==> src/rtl/core/rcpp_pkg.sv <==
// ----------------------------------------------------------------------------
// rcpp_pkg
// Shared types and constants for the RTCP compound packet parser.
// ----------------------------------------------------------------------------
package rcpp_pkg;

    // RTCP payload types that get decoded
    localparam logic [7:0] PT_SR  = 8'd200;
    localparam logic [7:0] PT_RR  = 8'd201;
    localparam logic [7:0] PT_BYE = 8'd203;

    // Sub-packet layout
    localparam int unsigned SR_BASE     = 28;   // first report block byte, SR
    localparam int unsigned RR_BASE     = 8;    // first report block byte, RR
    localparam int unsigned BLOCK_BYTES = 24;   // bytes per report block
    localparam logic [31:0] LOSS_MASK   = 32'h00FF_FFFF;
    localparam logic [1:0]  RTP_VERSION = 2'd2;

    // Sub-packet verdict
    typedef enum logic [2:0] {
        ST_OK        = 3'd0,
        ST_BAD_VER   = 3'd1,
        ST_SHORT     = 3'd2,
        ST_BYE_EMPTY = 3'd3,
        ST_OTHER     = 3'd4,
        ST_TRUNC     = 3'd5
    } t_status;

    // Decoded field identifiers
    typedef enum logic [3:0] {
        FC_SENDER_SSRC = 4'd0,
        FC_NTP         = 4'd1,
        FC_RTP_TS      = 4'd2,
        FC_PKT_COUNT   = 4'd3,
        FC_OCT_COUNT   = 4'd4,
        FC_BLK_SSRC    = 4'd5,
        FC_FRAC_LOST   = 4'd6,
        FC_CUM_LOST    = 4'd7,
        FC_HIGH_SEQ    = 4'd8,
        FC_JITTER      = 4'd9,
        FC_LAST_SR     = 4'd10,
        FC_DELAY_SR    = 4'd11,
        FC_BYE_SSRC    = 4'd12
    } t_field;

    // One result item
    typedef struct packed {
        logic [7:0]  pkt_type;
        t_field      code;
        logic [4:0]  idx;
        logic [63:0] value;
        logic        fvalid;
        logic        done;
        t_status     status;
        logic        dend;
    } t_result;

endpackage

==> src/rtl/core/rcpp_parse.sv <==
// ----------------------------------------------------------------------------
// rcpp_parse
// Per-byte sub-packet walker: header capture, verdict, field decode and the
// parser state, updated once for each byte that steps through.
// ----------------------------------------------------------------------------
module rcpp_parse (
    input  logic             i_clk,
    input  logic             i_rst_n,
    input  logic             i_step,
    input  logic [7:0]       i_data_byte,
    input  logic             i_end_of_datagram,
    output rcpp_pkg::t_result o_res,
    output logic             o_has_result
);
    import rcpp_pkg::*;

    // parser state
    logic [17:0] r_off;
    logic [55:0] r_word;
    logic [7:0]  r_type;
    logic [4:0]  r_count;
    logic [15:0] r_len;
    t_status     r_verdict;
    logic [4:0]  r_blk_j;    // byte position inside report block
    logic [4:0]  r_blk_i;    // report block number, saturates at 31

    logic [17:0] n_off;
    logic [7:0]  n_type;
    logic [4:0]  n_count;
    logic [15:0] n_len;
    t_status     n_verdict;
    logic [4:0]  n_blk_j;
    logic [4:0]  n_blk_i;

    logic [63:0] w64;
    logic [31:0] w32;
    logic [18:0] pkt_len;
    logic [9:0]  min_len;
    logic [17:0] pkt_last;
    logic        is_last;
    logic [17:0] bye_off;
    logic [15:0] bye_idx;
    logic [17:0] base;
    logic [17:0] off_inc;
    logic        type_known;
    t_result     res;

    assign w64 = {r_word, i_data_byte};
    assign w32 = w64[31:0];

    // header capture and verdict
    always_comb begin
        n_type    = r_type;
        n_count   = r_count;
        n_len     = r_len;
        n_verdict = r_verdict;
        pkt_len   = ({3'b000, r_len} + 19'd1) << 2;
        min_len   = 10'd0;
        type_known = (i_data_byte == PT_SR) || (i_data_byte == PT_RR) ||
                     (i_data_byte == PT_BYE);
        if (r_off == 18'd0) begin
            n_count   = i_data_byte[4:0];
            n_verdict = (i_data_byte[7:6] != RTP_VERSION) ? ST_BAD_VER : ST_OK;
            n_type    = 8'd0;
            n_len     = 16'd0;
        end else if (r_off == 18'd1) begin
            n_type = i_data_byte;
            if (!type_known) begin
                n_verdict = ST_OTHER;
            end
        end else if (r_off == 18'd2) begin
            n_len = {i_data_byte, 8'h00};
        end else if (r_off == 18'd3) begin
            n_len   = {r_len[15:8], i_data_byte};
            pkt_len = ({3'b000, n_len} + 19'd1) << 2;
            min_len = ((r_type == PT_SR) ? 10'(SR_BASE) : 10'(RR_BASE)) +
                      {1'b0, r_count, 4'b0000} + {2'b00, r_count, 3'b000};
            if (r_verdict == ST_OK) begin
                if ((r_type == PT_SR || r_type == PT_RR) &&
                    pkt_len < {9'd0, min_len}) begin
                    n_verdict = ST_SHORT;
                end else if (r_type == PT_BYE &&
                             (r_count == 5'd0 || n_len == 16'd0)) begin
                    n_verdict = ST_BYE_EMPTY;
                end
            end
        end
    end

    // sub-packet end and offset advance
    assign pkt_last = {n_len, 2'b11};
    assign is_last  = (r_off >= 18'd3) && (r_off == pkt_last);
    assign off_inc  = r_off + 18'd1;
    assign n_off    = (is_last || i_end_of_datagram) ? 18'd0 : off_inc;

    // report block position tracking
    assign base = (n_type == PT_SR) ? 18'(SR_BASE) : 18'(RR_BASE);
    always_comb begin
        n_blk_j = r_blk_j;
        n_blk_i = r_blk_i;
        if (off_inc == base) begin
            n_blk_j = 5'd0;
            n_blk_i = 5'd0;
        end else if (r_off >= base) begin
            if (r_blk_j == 5'(BLOCK_BYTES - 1)) begin
                n_blk_j = 5'd0;
                if (r_blk_i != 5'd31) begin
                    n_blk_i = r_blk_i + 5'd1;
                end
            end else begin
                n_blk_j = r_blk_j + 5'd1;
            end
        end
    end

    // field decode
    assign bye_off = r_off - 18'd4;
    assign bye_idx = bye_off[17:2];
    always_comb begin
        res          = '0;
        res.pkt_type = n_type;
        res.code     = FC_SENDER_SSRC;
        if (r_off >= 18'd4 && r_verdict == ST_OK) begin
            if (r_type == PT_BYE) begin
                if (r_off[1:0] == 2'b11 && bye_idx < {11'd0, r_count}) begin
                    res.fvalid = 1'b1;
                    res.code   = FC_BYE_SSRC;
                    res.idx    = bye_idx[4:0];
                    res.value  = {32'd0, w32};
                end
            end else if (r_off == 18'd7) begin
                res.fvalid = 1'b1;
                res.code   = FC_SENDER_SSRC;
                res.value  = {32'd0, w32};
            end else if (r_type == PT_SR && r_off < 18'(SR_BASE)) begin
                res.value = {32'd0, w32};
                case (r_off[4:0])
                    5'd15: begin
                        res.fvalid = 1'b1;
                        res.code   = FC_NTP;
                        res.value  = w64;
                    end
                    5'd19: begin
                        res.fvalid = 1'b1;
                        res.code   = FC_RTP_TS;
                    end
                    5'd23: begin
                        res.fvalid = 1'b1;
                        res.code   = FC_PKT_COUNT;
                    end
                    5'd27: begin
                        res.fvalid = 1'b1;
                        res.code   = FC_OCT_COUNT;
                    end
                    default: res.value = 64'd0;
                endcase
            end else if (r_off >= base && r_blk_i < r_count) begin
                res.fvalid = 1'b1;
                res.idx    = r_blk_i;
                res.value  = {32'd0, w32};
                case (r_blk_j)
                    5'd3:  res.code = FC_BLK_SSRC;
                    5'd4: begin
                        res.code  = FC_FRAC_LOST;
                        res.value = {56'd0, i_data_byte};
                    end
                    5'd7: begin
                        res.code  = FC_CUM_LOST;
                        res.value = {32'd0, w32 & LOSS_MASK};
                    end
                    5'd11: res.code = FC_HIGH_SEQ;
                    5'd15: res.code = FC_JITTER;
                    5'd19: res.code = FC_LAST_SR;
                    5'd23: res.code = FC_DELAY_SR;
                    default: begin
                        res.fvalid = 1'b0;
                        res.idx    = 5'd0;
                        res.value  = 64'd0;
                    end
                endcase
            end
        end
        res.done   = is_last || i_end_of_datagram;
        res.status = is_last ? n_verdict : (i_end_of_datagram ? ST_TRUNC : ST_OK);
        res.dend   = i_end_of_datagram;
    end

    assign o_res        = res;
    assign o_has_result = res.fvalid || res.done || res.dend;

    // state update
    always_ff @(posedge i_clk) begin
        if (!i_rst_n) begin
            r_off     <= '0;
            r_word    <= '0;
            r_type    <= '0;
            r_count   <= '0;
            r_len     <= '0;
            r_verdict <= ST_OK;
            r_blk_j   <= '0;
            r_blk_i   <= '0;
        end else if (i_step) begin
            r_off     <= n_off;
            r_word    <= w64[55:0];
            r_type    <= n_type;
            r_count   <= n_count;
            r_len     <= n_len;
            r_verdict <= n_verdict;
            r_blk_j   <= n_blk_j;
            r_blk_i   <= n_blk_i;
        end
    end

endmodule

==> src/rtl/core/rtcp_compound_packet_parser.sv <==
// ----------------------------------------------------------------------------
// rtcp_compound_packet_parser
// Walks an RTCP compound datagram byte by byte and reports SR/RR/BYE fields
// and a verdict for every sub-packet.
// ----------------------------------------------------------------------------
//  channel   handshake             payload
//  input     i_valid / o_stall     i_data_byte, i_end_of_datagram
//  output    o_valid / i_stall     o_packet_type .. o_datagram_end
//
//  One byte per cycle while the output is not stalled; a byte's result reaches
//  the outputs through the input register, then the result register.
//  Synchronous active-low reset clears the parser and the valid flags of both registers.
//  A stall on the output holds the result and the byte waiting behind it;
//  bytes that produce no result still pass through the input register.
// ----------------------------------------------------------------------------
module rtcp_compound_packet_parser (
    input  logic        i_clk,
    input  logic        i_rst_n,
    input  logic        i_valid,
    output logic        o_stall,
    input  logic [7:0]  i_data_byte,
    input  logic        i_end_of_datagram,
    output logic        o_valid,
    input  logic        i_stall,
    output logic [7:0]  o_packet_type,
    output logic [3:0]  o_field_code,
    output logic [4:0]  o_block_index,
    output logic [63:0] o_field_value,
    output logic        o_field_valid,
    output logic        o_packet_done,
    output logic [2:0]  o_packet_status,
    output logic        o_datagram_end
);
    import rcpp_pkg::*;

    logic       r_in_valid;
    logic [7:0] r_in_byte;
    logic       r_in_eod;
    logic       r_out_valid;
    t_result    r_out;

    logic       advance;
    logic       step;
    t_result    res;
    logic       has_result;

    // handshake
    assign advance = !r_out_valid || !i_stall;
    assign o_stall = r_in_valid && !advance;
    assign step    = r_in_valid && advance;

    // input register
    always_ff @(posedge i_clk) begin
        if (!i_rst_n) begin
            r_in_valid <= 1'b0;
        end else if (!o_stall) begin
            r_in_valid <= i_valid;
        end
    end

    always_ff @(posedge i_clk) begin
        if (!o_stall && i_valid) begin
            r_in_byte <= i_data_byte;
            r_in_eod  <= i_end_of_datagram;
        end
    end

    rcpp_parse u_parse (
        .i_clk             (i_clk),
        .i_rst_n           (i_rst_n),
        .i_step            (step),
        .i_data_byte       (r_in_byte),
        .i_end_of_datagram (r_in_eod),
        .o_res             (res),
        .o_has_result      (has_result)
    );

    // result register
    always_ff @(posedge i_clk) begin
        if (!i_rst_n) begin
            r_out_valid <= 1'b0;
        end else if (advance) begin
            r_out_valid <= step && has_result;
        end
    end

    always_ff @(posedge i_clk) begin
        if (step) begin
            r_out <= res;
        end
    end

    assign o_valid         = r_out_valid;
    assign o_packet_type   = r_out.pkt_type;
    assign o_field_code    = r_out.code;
    assign o_block_index   = r_out.idx;
    assign o_field_value   = r_out.value;
    assign o_field_valid   = r_out.fvalid;
    assign o_packet_done   = r_out.done;
    assign o_packet_status = r_out.status;
    assign o_datagram_end  = r_out.dend;

endmodule
==> config.mk <==
export PLATFORM = sky130hd
export DESIGN_NAME = rtcp_compound_packet_parser
export DESIGN_NICKNAME = d
export VERILOG_FILES = /design/src/rtl/core/rcpp_pkg.sv /design/src/rtl/core/rcpp_parse.sv /design/src/rtl/core/rtcp_compound_packet_parser.sv
export SDC_FILE = /design/constraint.sdc
export NUM_CORES = 1
export LEC_CHECK = 0
export BUFFER_PORTS_ARGS = -buffer_cell sky130_fd_sc_hd__buf_2
export CORE_AREA = 2 2 137 139
export CTS_BUF_LIST = sky130_fd_sc_hd__clkbuf_8
export DETAILED_ROUTE_END_ITERATION = 10
export DIE_AREA = 0 0 139 141
export PLACE_DENSITY = 0.79
export SLEW_MARGIN = 40
export SYNTH_ARGS = -nofsm -noshare
export SYNTH_HDL_FRONTEND = slang
export SYNTH_SLANG_ARGS = --single-unit
export TNS_END_PERCENT = 30
==> constraint.sdc <==
create_clock -name i_clk -period 5.1 [get_ports i_clk]
set_input_delay 0.765 -clock i_clk [delete_from_list [all_inputs] [get_ports i_clk]]
set_output_delay 0.765 -clock i_clk [all_outputs]
set_load 0.02 [all_outputs]
# ---- Word-level counts from Yosys, hierarchy flattened
# Cells that the tools add are included.
# Widths: inputs -> output; s select.
dict set report classes {
  add_sub_neg 7
  magnitude_cmp 7
  eq_ne 27
  n_mux 44
  reduce_logical 37
}
# op n
set ops {}
lappend ops {{$mux 74} 3}
lappend ops {{$mux 65} 2}
lappend ops {{$pmux 64 s2} 1}
lappend ops {{$pmux 32 s3} 1}
lappend ops {{$mux 5} 12}
lappend ops {{$eq 8x8->1 const B} 7}
lappend ops {{$mux 16} 3}
lappend ops {{$eq 18x18->1} 2}
lappend ops {{$eq 18x2->1 const B} 2}
lappend ops {{$mux 3} 10}
lappend ops {{$pmux 4 s7} 1}
lappend ops {{$eq 5x5->1 const B} 5}
lappend ops {{$mux 8} 3}
lappend ops {{$lt 19x10->1} 1}
lappend ops {{$add 18x1->18 const B} 1}
lappend ops {{$eq 18x1->1 const B} 1}
lappend ops {{$eq 18x3->1 const B} 1}
lappend ops {{$ge 18x18->1} 1}
lappend ops {{$ge 18x2->1 const B} 1}
lappend ops {{$ge 18x3->1 const B} 1}
lappend ops {{$logic_not 18->1} 1}
lappend ops {{$lt 18x5->1 const B} 1}
lappend ops {{$mux 18} 1}
lappend ops {{$sub 18x3->18 const B} 1}
lappend ops {{other kinds (28)} 59}
dict set report word_totals {
  reg_bits 214
  input_bits 13
  out_inout_bits 89
}

# ---- Depth between registers and ports, before layout
# Gate-level depths: netlist of the first run.
dict set report depth {
  word_depth 15
  depth_mapped 19
  depth_no_buf 18
}

# ---- Modules after synthesis
# From an unflattened synthesis of the first run, not the netlist that was laid out.
dict set report unflattened {
  hier_cells 1115
  hier_area_um2 11160.7
}
# mod n_inst cells_per_inst area_each_um2
set by_module_without_submodules {}
lappend by_module_without_submodules {rcpp_parse 1 1011 8191.6}
lappend by_module_without_submodules {rtcp_compound_packet_parser 1 104 2969.1}

# ---- Worst setup path after synthesis of the first run
# Ideal clock, no wire load.
dict set report synth_path {
  kind {input-to-reg}
  startpoint {input i_stall}
  endpoint {register u_parse.r_blk_j[2]}
  t_arrival_ps 4453
  path_slack_ps 374
  cell_stages 7
  n_path_buf 3
  cell_sequence {nand2_1 -> nand2_1 -> clkbuf_1 -> clkinv_1 -> clkbuf_1 -> buf_1 -> o21ai_0}
}
dict set report synth_via {
  elab_chain_len 4
}
# item line
set synth_rtl {}
lappend synth_rtl {{from (decl)} rtcp_compound_packet_parser.sv:24} ;# input logic i_stall,
lappend synth_rtl {{$logic_not 1->1} rtcp_compound_packet_parser.sv:48} ;# assign advance = !r_out_valid || !i_stall;
lappend synth_rtl {{$logic_or 1x1->1} rtcp_compound_packet_parser.sv:48}
lappend synth_rtl {{$logic_and 1x1->1} rtcp_compound_packet_parser.sv:50} ;# assign step = r_in_valid && advance;
lappend synth_rtl {{via step} rtcp_compound_packet_parser.sv:43} ;# logic step;
lappend synth_rtl {{$reduce_and 2->1 (no source line)} n/a}
lappend synth_rtl {{to (signal assigned)} rcpp_parse.sv:209} ;# r_blk_j <= n_blk_j;
lappend synth_rtl {{to (decl)} rcpp_parse.sv:24} ;# logic [4:0] r_blk_j;
# The timed path passes the listed nets, and every way through them passes these cells.
# A chain may end at the register's enable or synchronous reset.

# ---- Worst setup path in the final report of the first run
dict set report layout_path {
  startpoint {register u_parse.r_off[3]}
  endpoint {register r_out (netlist bit o_field_value[22]) (data pin)}
}
dict set report layout_via {
  elab_chain_len 11
  elab_cells_between_ends 27
}
# item line
set layout_rtl {}
lappend layout_rtl {{from (decl)} rcpp_parse.sv:18} ;# logic [17:0] r_off;
lappend layout_rtl {{from (signal assigned)} rcpp_parse.sv:203} ;# r_off <= n_off;
lappend layout_rtl {{$eq 18x1->1} rcpp_parse.sv:66} ;# end else if (r_off == 18'd1) begin
lappend layout_rtl {{$mux 8} rcpp_parse.sv:66}
lappend layout_rtl {{$mux 8} rcpp_parse.sv:61} ;# if (r_off == 18'd0) begin
lappend layout_rtl {{$eq 8x8->1} rcpp_parse.sv:97} ;# assign base = (n_type == PT_SR) ? 18'(SR_BASE) : 18'(RR_BASE);
lappend layout_rtl {{$mux 5} rcpp_parse.sv:97}
lappend layout_rtl {{$ge 18x18->1} rcpp_parse.sv:157} ;# end else if (r_off >= base && r_blk_i < r_count) begin
lappend layout_rtl {{$logic_and 1x1->1} rcpp_parse.sv:157}
lappend layout_rtl {{$mux 74} rcpp_parse.sv:157}
lappend layout_rtl {{$mux 65} rcpp_parse.sv:135} ;# end else if (r_type == PT_SR && r_off < 18'(SR_BASE)) begin
lappend layout_rtl {{$mux 65} rcpp_parse.sv:131} ;# end else if (r_off == 18'd7) begin
lappend layout_rtl {{$mux 74} rcpp_parse.sv:124} ;# if (r_type == PT_BYE) begin
lappend layout_rtl {{to (signal assigned)} rtcp_compound_packet_parser.sv:89} ;# r_out <= res;
lappend layout_rtl {{to (decl)} rtcp_compound_packet_parser.sv:40} ;# t_result r_out;
# Several ways; a longest one is shown, not always the timed one.

==> results_dict.tcl, run 1 <==
set metrics [dict create \
    yosysTopAreaCell "edfxtp_1" \
    place_congestion 0.976 \
    rsz0062_at_grt "false" \
    drive_gt1_share_pct 16.5 \
    crit_type "reg -> reg" \
    cts-resized-gates 0 \
    clk_pin_slew_ns 0.06 \
    cp-start-kind "register" \
    cp_max_fo 16 \
    area_growth_pct 12.4 \
    ys_warn_count 0 \
    synthArstFlopShare_pct 0 \
    die_area_um2 19600 \
    drv_cap 0 \
    yosys-top-cells-count "176 x nand2_1, 118 x dfxtp_1, 107 x a21oi_1, 96 x edfxtp_1, 79 x nor2_1" \
    antenna_cells 0 \
    swShare_pct 24.8 \
    met2_usage_pct 47.9 \
    dpl.hpwl_um 19500 \
    internal_power_mw 2.64 \
    final-max-slew-violation-count 0 \
    die_h_um 141 \
    pwr-share-clk_pct 41.0 \
    dpl.cell_count 1463 \
    antenna_left 0 \
    synth-edff-count 96 \
    post_cts_buffers 0 \
    endpoint_kind "register" \
    dieWidth_um 139 \
    ys_types 86 \
    power_leakage_nw 4.98 \
    synth.cell_area_um2 11000 \
    ctsHoldBuffers 0 \
    grt_max_degree 95 \
    num_vias 9350 \
    finClkSkew_ns 0.0314 \
    fmax_mhz 238 \
    hold_class "in -> reg" \
    syn_nets 1241 \
    grt_util_all_layers_pct 28.7 \
    use_met1_pct 36.6 \
    netlist_instances 1181 \
    htreeDepth 2 \
    grt-ovfl-total 0 \
    finalSetupViolCount 0 \
    final-hold-violation-count 0 \
    grt_pass1_wl_um 45300 \
    post-route-period-util_pct 82.5 \
    core_area_um2 18300 \
    power.density_nw_per_um2 284 \
    antenna_found_initial 0 \
    fin_tns_setup_ns 0 \
    clkSinkCount 214 \
    ys.flop_type "dfxtp_1" \
    grt-busiest-layer "met2" \
    drt-vias-per-instance 6.12 \
    grt_pass1_vias 8702 \
    fp-row-count 50 \
    peakVddDrop_mv 0.202 \
    met3_usage_pct 5.20 \
    outcome "completed" \
    seq_power_share_pct 52.4 \
    synth_top_area_share_pct 26.2 \
    p_comb_share_pct 6.6 \
    clk_latency_ns 0.54 \
    cts_root_buf "clkbuf_8" \
    io_pins 102 \
    final_cells 1527 \
    reg2reg_slack_ns 0.89 \
    io_buffers 101 \
    crit_required_ns 5.47 \
    synth-seq-cells 214 \
    cts_buffer_depth 3 \
    routed_wl_um 28700 \
    synth_most_common_cell "nand2_1" \
    wl_per_cell_um 18.8 \
    max-slew-margin-rel_pct 46.1 \
    cts_tree "built" \
    seq_area_frac_synth_pct 47.7 \
    drc 0 \
    worst_slew_pin_slew_ns 0.809 \
    worstPathArrival_ns 4.58 \
    firstDrtPassIters 5 \
    synth_area_leaders "edfxtp_1 26%, dfxtp_1 21%, nand2_1 6.0%" \
    start_util_pct 60.2 \
    hold_slack_ns 0.405 \
    nets 1326 \
    power.switching_uw 870 \
    post-route-min-period_ns 4.21 \
    drt-initial-drc-count 793 \
    avgSynthCellArea_um2 9.32 \
    numCtsBuffers 35 \
]
==> layer usage <==
| layer | up-vias | share of wire (%) |
|---|---|---|
| li1 | 4434 | - |
| met1 | 4388 | 41 |
| met2 | 435 | 47 |
| met3 | 93 | 7.8 |
| met4 | 0 | 4.0 |
| met5 | - | 0 |
==> flip-flops by register name, indices dropped and copies added, names as in the netlist, 3 cells and up <==
register / cells
o_packet_type: 8
u_parse.r_word: 56
o_field_code: 4
u_parse.r_off: 18
u_parse.r_count: 5
u_parse.r_type: 8
u_parse.r_len: 16
o_packet_status: 3
o_block_index: 5
r_in_byte: 8
o_field_value: 64
u_parse.r_verdict: 3
u_parse.r_blk_i: 5
u_parse.r_blk_j: 5
==> cell usage in the layout, fill, tap and decap left out, types with 4 or more instances in the layout <==
master,synthesis,layout
nor4b_1,4,4
nor4_2,3,4
a22oi_1,16,16
a21o_1,11,11
o211a_1,4,4
nand2_1,176,175
and3_1,44,44
dfxtp_1,118,118
mux2i_1,4,4
a211oi_2,6,6
xnor2_1,24,24
or4_1,5,5
ha_1,45,45
or3_1,8,8
o31ai_1,8,8
a31oi_1,6,6
nand4_1,20,20
nand3_1,36,36
clkbuf_8,0,39
edfxtp_1,96,96
a21oi_1,107,106
inv_1,48,59
nor4_1,15,14
nand2b_1,5,5
nor2_1,79,79
nor3_1,26,24
xor2_1,12,12
buf_2,8,101
and4_1,10,10
o21ai_0,30,30
clkinv_2,0,4
and2_1,27,27
a211oi_1,11,11
nor2b_1,7,6
clkinv_1,1,7
a22o_1,5,5
buf_4,1,27
o211ai_1,5,5
==> cell families (layout without fill, tap and decap cells) <==
group,after synthesis,in the layout,share of synthesized area (%)
AND/OR/NAND/NOR,489,489,22.8
AO/OA/AOI/OAI,260,260,15.8
flip-flops,214,214,47.7
buffers and inverters,129,241,4.76
adder cells (fa/ha/maj),47,47,5.48
XOR/XNOR,36,36,2.87
multiplexers,6,6,0.569
==> metrics by stage <==
stage | util [%] | cell area [um^2] | setup slack, ns | total power [mW]
after global routing | 67.7 | 12400 | 0.496 | 3.63
final | 67.7 | 12400 | 0.893 | 3.51
after floorplan | - | 11000 | 0.374 | 2.03
after global placement | 63.9 | 11700 | 0.769 | 2.10
after detailed placement | 63.9 | 11700 | 0.965 | 2.10
after CTS | 67.6 | 12400 | 0.901 | 3.53
==> area by class of cell <==
type	count	area, um^2
clock inverters	25	133
flip-flops and latches	214	5250
clock buffers	39	537
well taps	234	293
fillers	1475	5900
repair buffers	128	708
multi-input cells	838	5260
inverters	49	190
==> path summary, 6_finish.rpt <==
kind	start	endpoint	depth (start not counted)
worst max-delay path	u_parse.r_off[3]	o_field_value[22]	17
worst min-delay path	i_data_byte[0]	r_in_byte[0]	1
worst max register to register	u_parse.r_off[3]	o_field_value[22]	17
worst min register to register	u_parse.r_word[48]	u_parse.r_word[48]	2
==> critical path, stage by stage, from the launching register on <==
cell and delay (ns):
dfxtp_1 0.40, inv_1 0.19, ha_1 0.35, nor3b_2 0.43
and2_1 0.21, a21oi_1 0.07, o21ai_1 0.29, inv_1 0.08
ha_1 0.27, nand2_1 0.05, nand2_1 0.10, a2111oi_2 0.07
buf_4 0.18, nor3_1 0.27, o211a_1 0.22, o21ai_0 0.09
a21oi_2 0.54, and2_1 0.23
==> power groups by stage <==
stage                     sequential, mW  combinational (mW)  clock (mW)
after floorplan                     1.90               0.131           0
after global placement              1.87               0.223           0
after detailed placement            1.88               0.226           0
after CTS                           1.84               0.229        1.46
after global routing                1.84               0.252        1.54
final                               1.84               0.231        1.44
(Power assumes the default switching activity.)
==> run 2, diff against run 1 <==
--- a/config.mk
+++ b/config.mk
@@ -5,12 +5,13 @@
 export SDC_FILE = /design/constraint.sdc
 export NUM_CORES = 1
 export LEC_CHECK = 0
+export ABC_AREA = 1
 export BUFFER_PORTS_ARGS = -buffer_cell sky130_fd_sc_hd__buf_2
-export CORE_AREA = 2 2 137 139
+export CORE_AREA = 2 2 145 147
 export CTS_BUF_LIST = sky130_fd_sc_hd__clkbuf_8
 export DETAILED_ROUTE_END_ITERATION = 10
-export DIE_AREA = 0 0 139 141
-export PLACE_DENSITY = 0.79
+export DIE_AREA = 0 0 147 149
+export PLACE_DENSITY = 0.76
 export SLEW_MARGIN = 40
 export SYNTH_ARGS = -nofsm -noshare
 export SYNTH_HDL_FRONTEND = slang
==> constraint.sdc (replaced) <==
create_clock -name i_clk -period 3.82 [get_ports i_clk]
set_input_delay 0.573 -clock i_clk [delete_from_list [all_inputs] [get_ports i_clk]]
set_output_delay 0.573 -clock i_clk [all_outputs]
set_load 0.02 [all_outputs]
==> results_dict.tcl, run 2 <==
set metrics [dict create \
    cts_root_buf "clkbuf_8" \
    netlist_instances 1393 \
    die_h_um 149 \
    outcome "completed" \
    post-route-min-period_ns 3.55 \
    ctsHoldBuffers 0 \
    peakVddDrop_mv 0.244 \
    die_area_um2 21900 \
    dpl.hpwl_um 21300 \
    synth_top_area_share_pct 25.8 \
    power_leakage_nw 5.40 \
    clkSinkCount 214 \
    final_area_um2 12700 \
    drc 0 \
    wl_per_cell_um 16.7 \
    final_common_cell "nand2_1" \
    cp_max_fo 3 \
    antenna_found_initial 0 \
    cp-start-kind "register" \
    ys_warn_count 0 \
    nets 1573 \
    cts_tree "built" \
    ys.flop_type "dfxtp_1" \
    syn_nets 1453 \
    finalSetupViolCount 0 \
    cts_buffer_depth 3 \
    synth-edff-count 96 \
    htreeDepth 2 \
    fin_tns_setup_ns 0 \
    num_vias 9956 \
    drt-initial-drc-count 934 \
    grt_max_degree 208 \
    grt-ovfl-total 0 \
    synth_area_leaders "edfxtp_1 26%, dfxtp_1 21%, nand2_1 9.5%" \
    avgSynthCellArea_um2 8.01 \
    routed_wl_um 30300 \
    start_util_pct 54.2 \
    drive_gt1_share_pct 16.1 \
    worst_slew_pin_slew_ns 0.751 \
    yosysTopAreaCell "edfxtp_1" \
    dpl_cell_area_um2 12000 \
    area_growth_pct 14.3 \
    core_area_um2 20600 \
    post_cts_buffers 0 \
    yosys-top-cells-count "281 x nand2_1, 210 x nor2_1, 130 x inv_1, 118 x dfxtp_1, 103 x o21ai_0" \
    final_cell_mix "281 x nand2_1, 209 x nor2_1, 142 x inv_1" \
    power.total_mw 4.94 \
    finClkSkew_ns 0.0196 \
    worstPathArrival_ns 3.93 \
    grt_util_all_layers_pct 27.6 \
    largest_reg_flops 64 \
    numCtsBuffers 36 \
    io_pins 102 \
    endpoint_kind "register" \
    clk_latency_ns 0.54 \
    final-max-slew-violation-count 0 \
    hold_slack_ns 0.212 \
    dieWidth_um 147 \
    grt_pass1_vias 9253 \
    rsz0062_at_grt "false" \
    final-hold-violation-count 0 \
    pre_cts_slack_ns 0.299 \
    antenna_left 0 \
    fp-row-count 53 \
    crit_required_ns 4.21 \
    ys_types 54 \
    hold_class "in -> reg" \
    antenna_cells 0 \
    synthArstFlopShare_pct 0 \
    synth-seq-cells 214 \
    power.density_nw_per_um2 388 \
    place_congestion 0.976 \
    drt-vias-per-instance 5.49 \
    n_fill_cell 1837 \
    synth.cell_area_um2 11200 \
    firstDrtPassIters 7 \
    grt_pass1_wl_um 47900 \
    post-route-period-util_pct 92.9 \
    io_buffers 101 \
    seq_area_frac_synth_pct 47.0 \
    crit_type "reg -> reg" \
    clk_pin_slew_ns 0.06 \
    max-slew-margin-rel_pct 49.9 \
    fin_ws_ns 0.273 \
    synth_most_common_cell "nand2_1" \
    fmax_mhz 282 \
    drv_cap 0 \
]
==> run 2: layout make-up <==
type | instances | area, um^2 | share of cell area (%)
well taps | 275 | 344 | 2.70
clock inverters | 25 | 116 | 0.913
clock buffers | 40 | 551 | 4.32
repair buffers | 141 | 838 | 6.58
flip-flops and latches | 214 | 5250 | 41.2
inverters | 142 | 539 | 4.23
multi-input cells | 978 | 5110 | 40.1
==> run 2: path summary, 6_finish.rpt <==
kind	startpoint	end	slack, ns	cells past startpoint
max	u_parse.r_type[6]	o_packet_status[1]	0.27	21
min	i_data_byte[3]	r_in_byte[3]	0.21	1
max reg2reg	u_parse.r_type[6]	o_packet_status[1]	0.27	21
min reg2reg	r_in_eod	o_datagram_end	0.45	0
==> run 2: logic make-up (layout without fill, tap and decap cells) <==
family          after synthesis  count (layout)  share of synthesized area, %
xor+xnor                     19              19                          1.49
buf+inv                     201             348                          7.30
simple gates                693             693                          28.1
fa+ha+maj                    47              47                          5.41
flops                       214             214                          47.0
compound gates              219             219                          10.7
==> run 2: repair_timing <==
| action | CTS | global route |
|---|---|---|
| hold endpoints to repair | 0 | 0 |
| endpoints found under the setup margin | 0 | 1 |
| gates resized for setup | 0 | 1 |
==> run 2: per-stage QoR <==
stage                     utilization [%]  std cells
final                                62.0       1815
after global routing                 62.0       1815
after CTS                            61.8       1814
after detailed placement             58.6       1749
after global placement               58.6       1749
after floorplan                         -       1393
==> run 2: metal layers <==
layer | GRT usage [%] | up-vias | part of all wire [%]
li1 | - | 4869 | -
met4 | 12.6 | 0 | 4.3
met1 | 37.5 | 4554 | 42
met5 | 0 | - | 0
met3 | 4.16 | 104 | 8.1
met2 | 43.8 | 429 | 45
==> run 2: report_power, final <==
part | switching (mW) | leakage, nW | internal (mW)
combinational | 0.331 | 3.15 | 0.146
clock | 0.931 | 0.389 | 0.970
sequential | 0.0648 | 1.86 | 2.50
==> run 2: critical path, cell delays in order, from the launching register on <==
cell and delay [ns]:
dfxtp_1 0.37, nand4_1 0.18, nor3_2 0.20, nand2_1 0.12, fa_1 0.44, inv_1 0.07
ha_1 0.16, inv_1 0.05, fa_1 0.39, xor2_1 0.16, ha_1 0.31, nand2_1 0.08
nor2_1 0.04, a211oi_1 0.17, o21ai_0 0.13, nand3_1 0.08, nand2_1 0.05, nand2_1 0.06
nand4_1 0.09, nand2_1 0.07, nand2_1 0.06, nor2_1 0.11
==> run 3, diff against run 2 <==
--- a/config.mk
+++ b/config.mk
@@ -6,12 +6,14 @@
 export NUM_CORES = 1
 export LEC_CHECK = 0
 export ABC_AREA = 1
-export BUFFER_PORTS_ARGS = -buffer_cell sky130_fd_sc_hd__buf_2
-export CORE_AREA = 2 2 145 147
+export CORE_AREA = 2 2 140 142
 export CTS_BUF_LIST = sky130_fd_sc_hd__clkbuf_8
 export DETAILED_ROUTE_END_ITERATION = 10
-export DIE_AREA = 0 0 147 149
+export DIE_AREA = 0 0 142 144
+export DONT_BUFFER_PORTS = 1
 export PLACE_DENSITY = 0.76
+export RECOVER_POWER = 50
+export SKIP_LAST_GASP = 1
 export SLEW_MARGIN = 40
 export SYNTH_ARGS = -nofsm -noshare
 export SYNTH_HDL_FRONTEND = slang
==> results_dict.tcl, run 3 (same netlist as run 2, synthesis figures left out) <==
set metrics [dict create \
    htreeDepth 2 \
    pre_cts_slack_ns 0.237 \
    grt_max_degree 208 \
    io_pins 102 \
    final_common_cell "nand2_1" \
    antenna_left 0 \
    cts_root_buf "clkbuf_8" \
    power.density_nw_per_um2 405 \
    drt-initial-drc-count 972 \
    cp_max_fo 3 \
    fin_tns_setup_ns 0 \
    cp_slowest_cell "fa_1" \
    fp-row-count 51 \
    nets 1468 \
    crit_path_start "u_parse.r_type[4]" \
    antenna_found_initial 0 \
    routed_wl_um 29700 \
    clk_pin_slew_ns 0.06 \
    crit_end "o_packet_status[1]" \
    final_area_um2 12200 \
    cts_tree "built" \
    drc 0 \
    final_cell_mix "281 x nand2_1, 209 x nor2_1, 140 x inv_1" \
    post-route-period-util_pct 93.6 \
    grt-ovfl-total 0 \
    final-max-slew-violation-count 108 \
    ctsHoldBuffers 0 \
    finClkSkew_ns 0.0185 \
    r2r-start "u_parse.r_type[4]" \
    crit_required_ns 4.12 \
    drt-vias-per-instance 5.74 \
    num_vias 9618 \
    clk_latency_ns 0.55 \
    hold_class "in -> reg" \
    outcome "finished, violations left" \
    rr_endpoint "o_packet_status[1]" \
    fin_ws_ns 0.245 \
    violations "capacitance limit, slew limit" \
    core_area_um2 19100 \
    path_delay_family "adder cells" \
    drv_cap 1 \
    n_fill_cell 1677 \
    worstPathArrival_ns 3.88 \
    grt_pass1_wl_um 46500 \
    endpoint_kind "register" \
    path_buf_inv 3 \
    cts_buffer_depth 3 \
    cpMostUsedCell "nand2_1" \
    power_leakage_nw 4.99 \
    cpPeakStageDelay_ns 0.43 \
    peakVddDrop_mv 0.175 \
    cp-start-kind "register" \
    utilization_pct 63.8 \
    dpl.hpwl_um 20500 \
    dpl_cell_area_um2 11400 \
    area_growth_pct 9.11 \
    worst_slew_pin_slew_ns 2.23 \
    fmax_mhz 280 \
    power.total_mw 4.93 \
    grt_pass1_vias 8865 \
    drive_gt1_share_pct 10.3 \
    place_congestion 0.942 \
    io_buffers 0 \
    clkSinkCount 214 \
    reg2regPathDepth 22 \
    grt_util_all_layers_pct 28.9 \
    finalSetupViolCount 0 \
    crit_type "reg -> reg" \
    final-hold-violation-count 0 \
    numCtsBuffers 37 \
    wl_per_cell_um 17.8 \
    use_met1_pct 38.8 \
    start_util_pct 58.4 \
    die_h_um 144 \
    max-slew-margin-rel_pct -48.7 \
    die_area_um2 20400 \
    met3_usage_pct 5.46 \
    firstDrtPassIters 6 \
    path_depth 22 \
    largest_reg_flops 64 \
    antenna_cells 0 \
    post-route-min-period_ns 3.57 \
    met2_usage_pct 45.6 \
    grt-busiest-layer "met2" \
    reg2reg_slack_ns 0.25 \
    path_cells "inv_1, nand4_1, nor3_2, nand2_1, fa_1, inv_1, ha_1, inv_1, fa_2, xor2_2, ha_1, nand2_1, nor2_1, a211oi_2, o21ai_1, nand3_1, nand2_1, nand2_1, nand4_1, nand2_1, nand2_1, nor2_1" \
    dieWidth_um 142 \
]
-- run 3: worst register-to-register path, cell delays in order (launching register included) --
cell and delay (ns):
dfxtp_1 0.31, inv_1 0.07, nand4_1 0.16, nor3_2 0.24
nand2_1 0.13, fa_1 0.43, inv_1 0.07, ha_1 0.16
inv_1 0.06, fa_2 0.37, xor2_2 0.18, ha_1 0.34
nand2_1 0.07, nor2_1 0.13, a211oi_2 0.05, o21ai_1 0.10
nand3_1 0.09, nand2_1 0.06, nand2_1 0.05, nand4_1 0.08
nand2_1 0.05, nand2_1 0.08, nor2_1 0.05
-- run 3: worst min-delay path by stage --
stage | from | endpoint | cells after the start
floorplan | r_in_eod | o_datagram_end | 0
global placement | r_in_eod | o_datagram_end | 0
detailed placement | r_in_eod | o_datagram_end | 0
CTS | i_data_byte[4] | r_in_byte[4] | 0
global route | i_data_byte[6] | r_in_byte[6] | 0
finish | i_end_of_datagram | r_in_eod | 0
-- run 3: area by class of cell --
cell class / count / area [um^2] / share of cell area (%)
Timing Repair Buffer: 33 / 265 / 2.18
Timing Repair inverter: 1 / 7.51 / 0.0617
Inverter: 142 / 542 / 4.45
Sequential cell: 214 / 5250 / 43.1
Multi-Input combinational cell: 979 / 5120 / 42.1
Clock buffer: 40 / 551 / 4.52
Tap cell: 238 / 298 / 2.45
Clock inverter: 28 / 135 / 1.11
-- run 3: power by group --
part / internal, mW / total, mW / leakage (nW) / switching, mW
clock: 0.981 / 1.93 / 0.402 / 0.953
sequential: 2.50 / 2.62 / 1.86 / 0.121
combinational: 0.118 / 0.372 / 2.72 / 0.254
-- run 3: routing by layer --
layer  part of all wire [%]  wire (um)
met1                     42      12400
met2                     46      13700
met3                    7.9       2340
met4                    4.3       1270
met5                      0          0
-- run 3: metrics by stage --
stage	std cells	hold slack, ns
after global routing	1675	0.107
after detailed placement	1602	0.443
final	1675	0.119
after global placement	1602	0.431
after floorplan	1393	0.426
after CTS	1670	0.110
-- run 3: what timing repair did --
action | in CTS | in global routing
hold endpoints to repair | 0 | 0
endpoints found under the setup margin | 0 | 28
resized for setup | 0 | 10
buffers inserted | 0 | 2
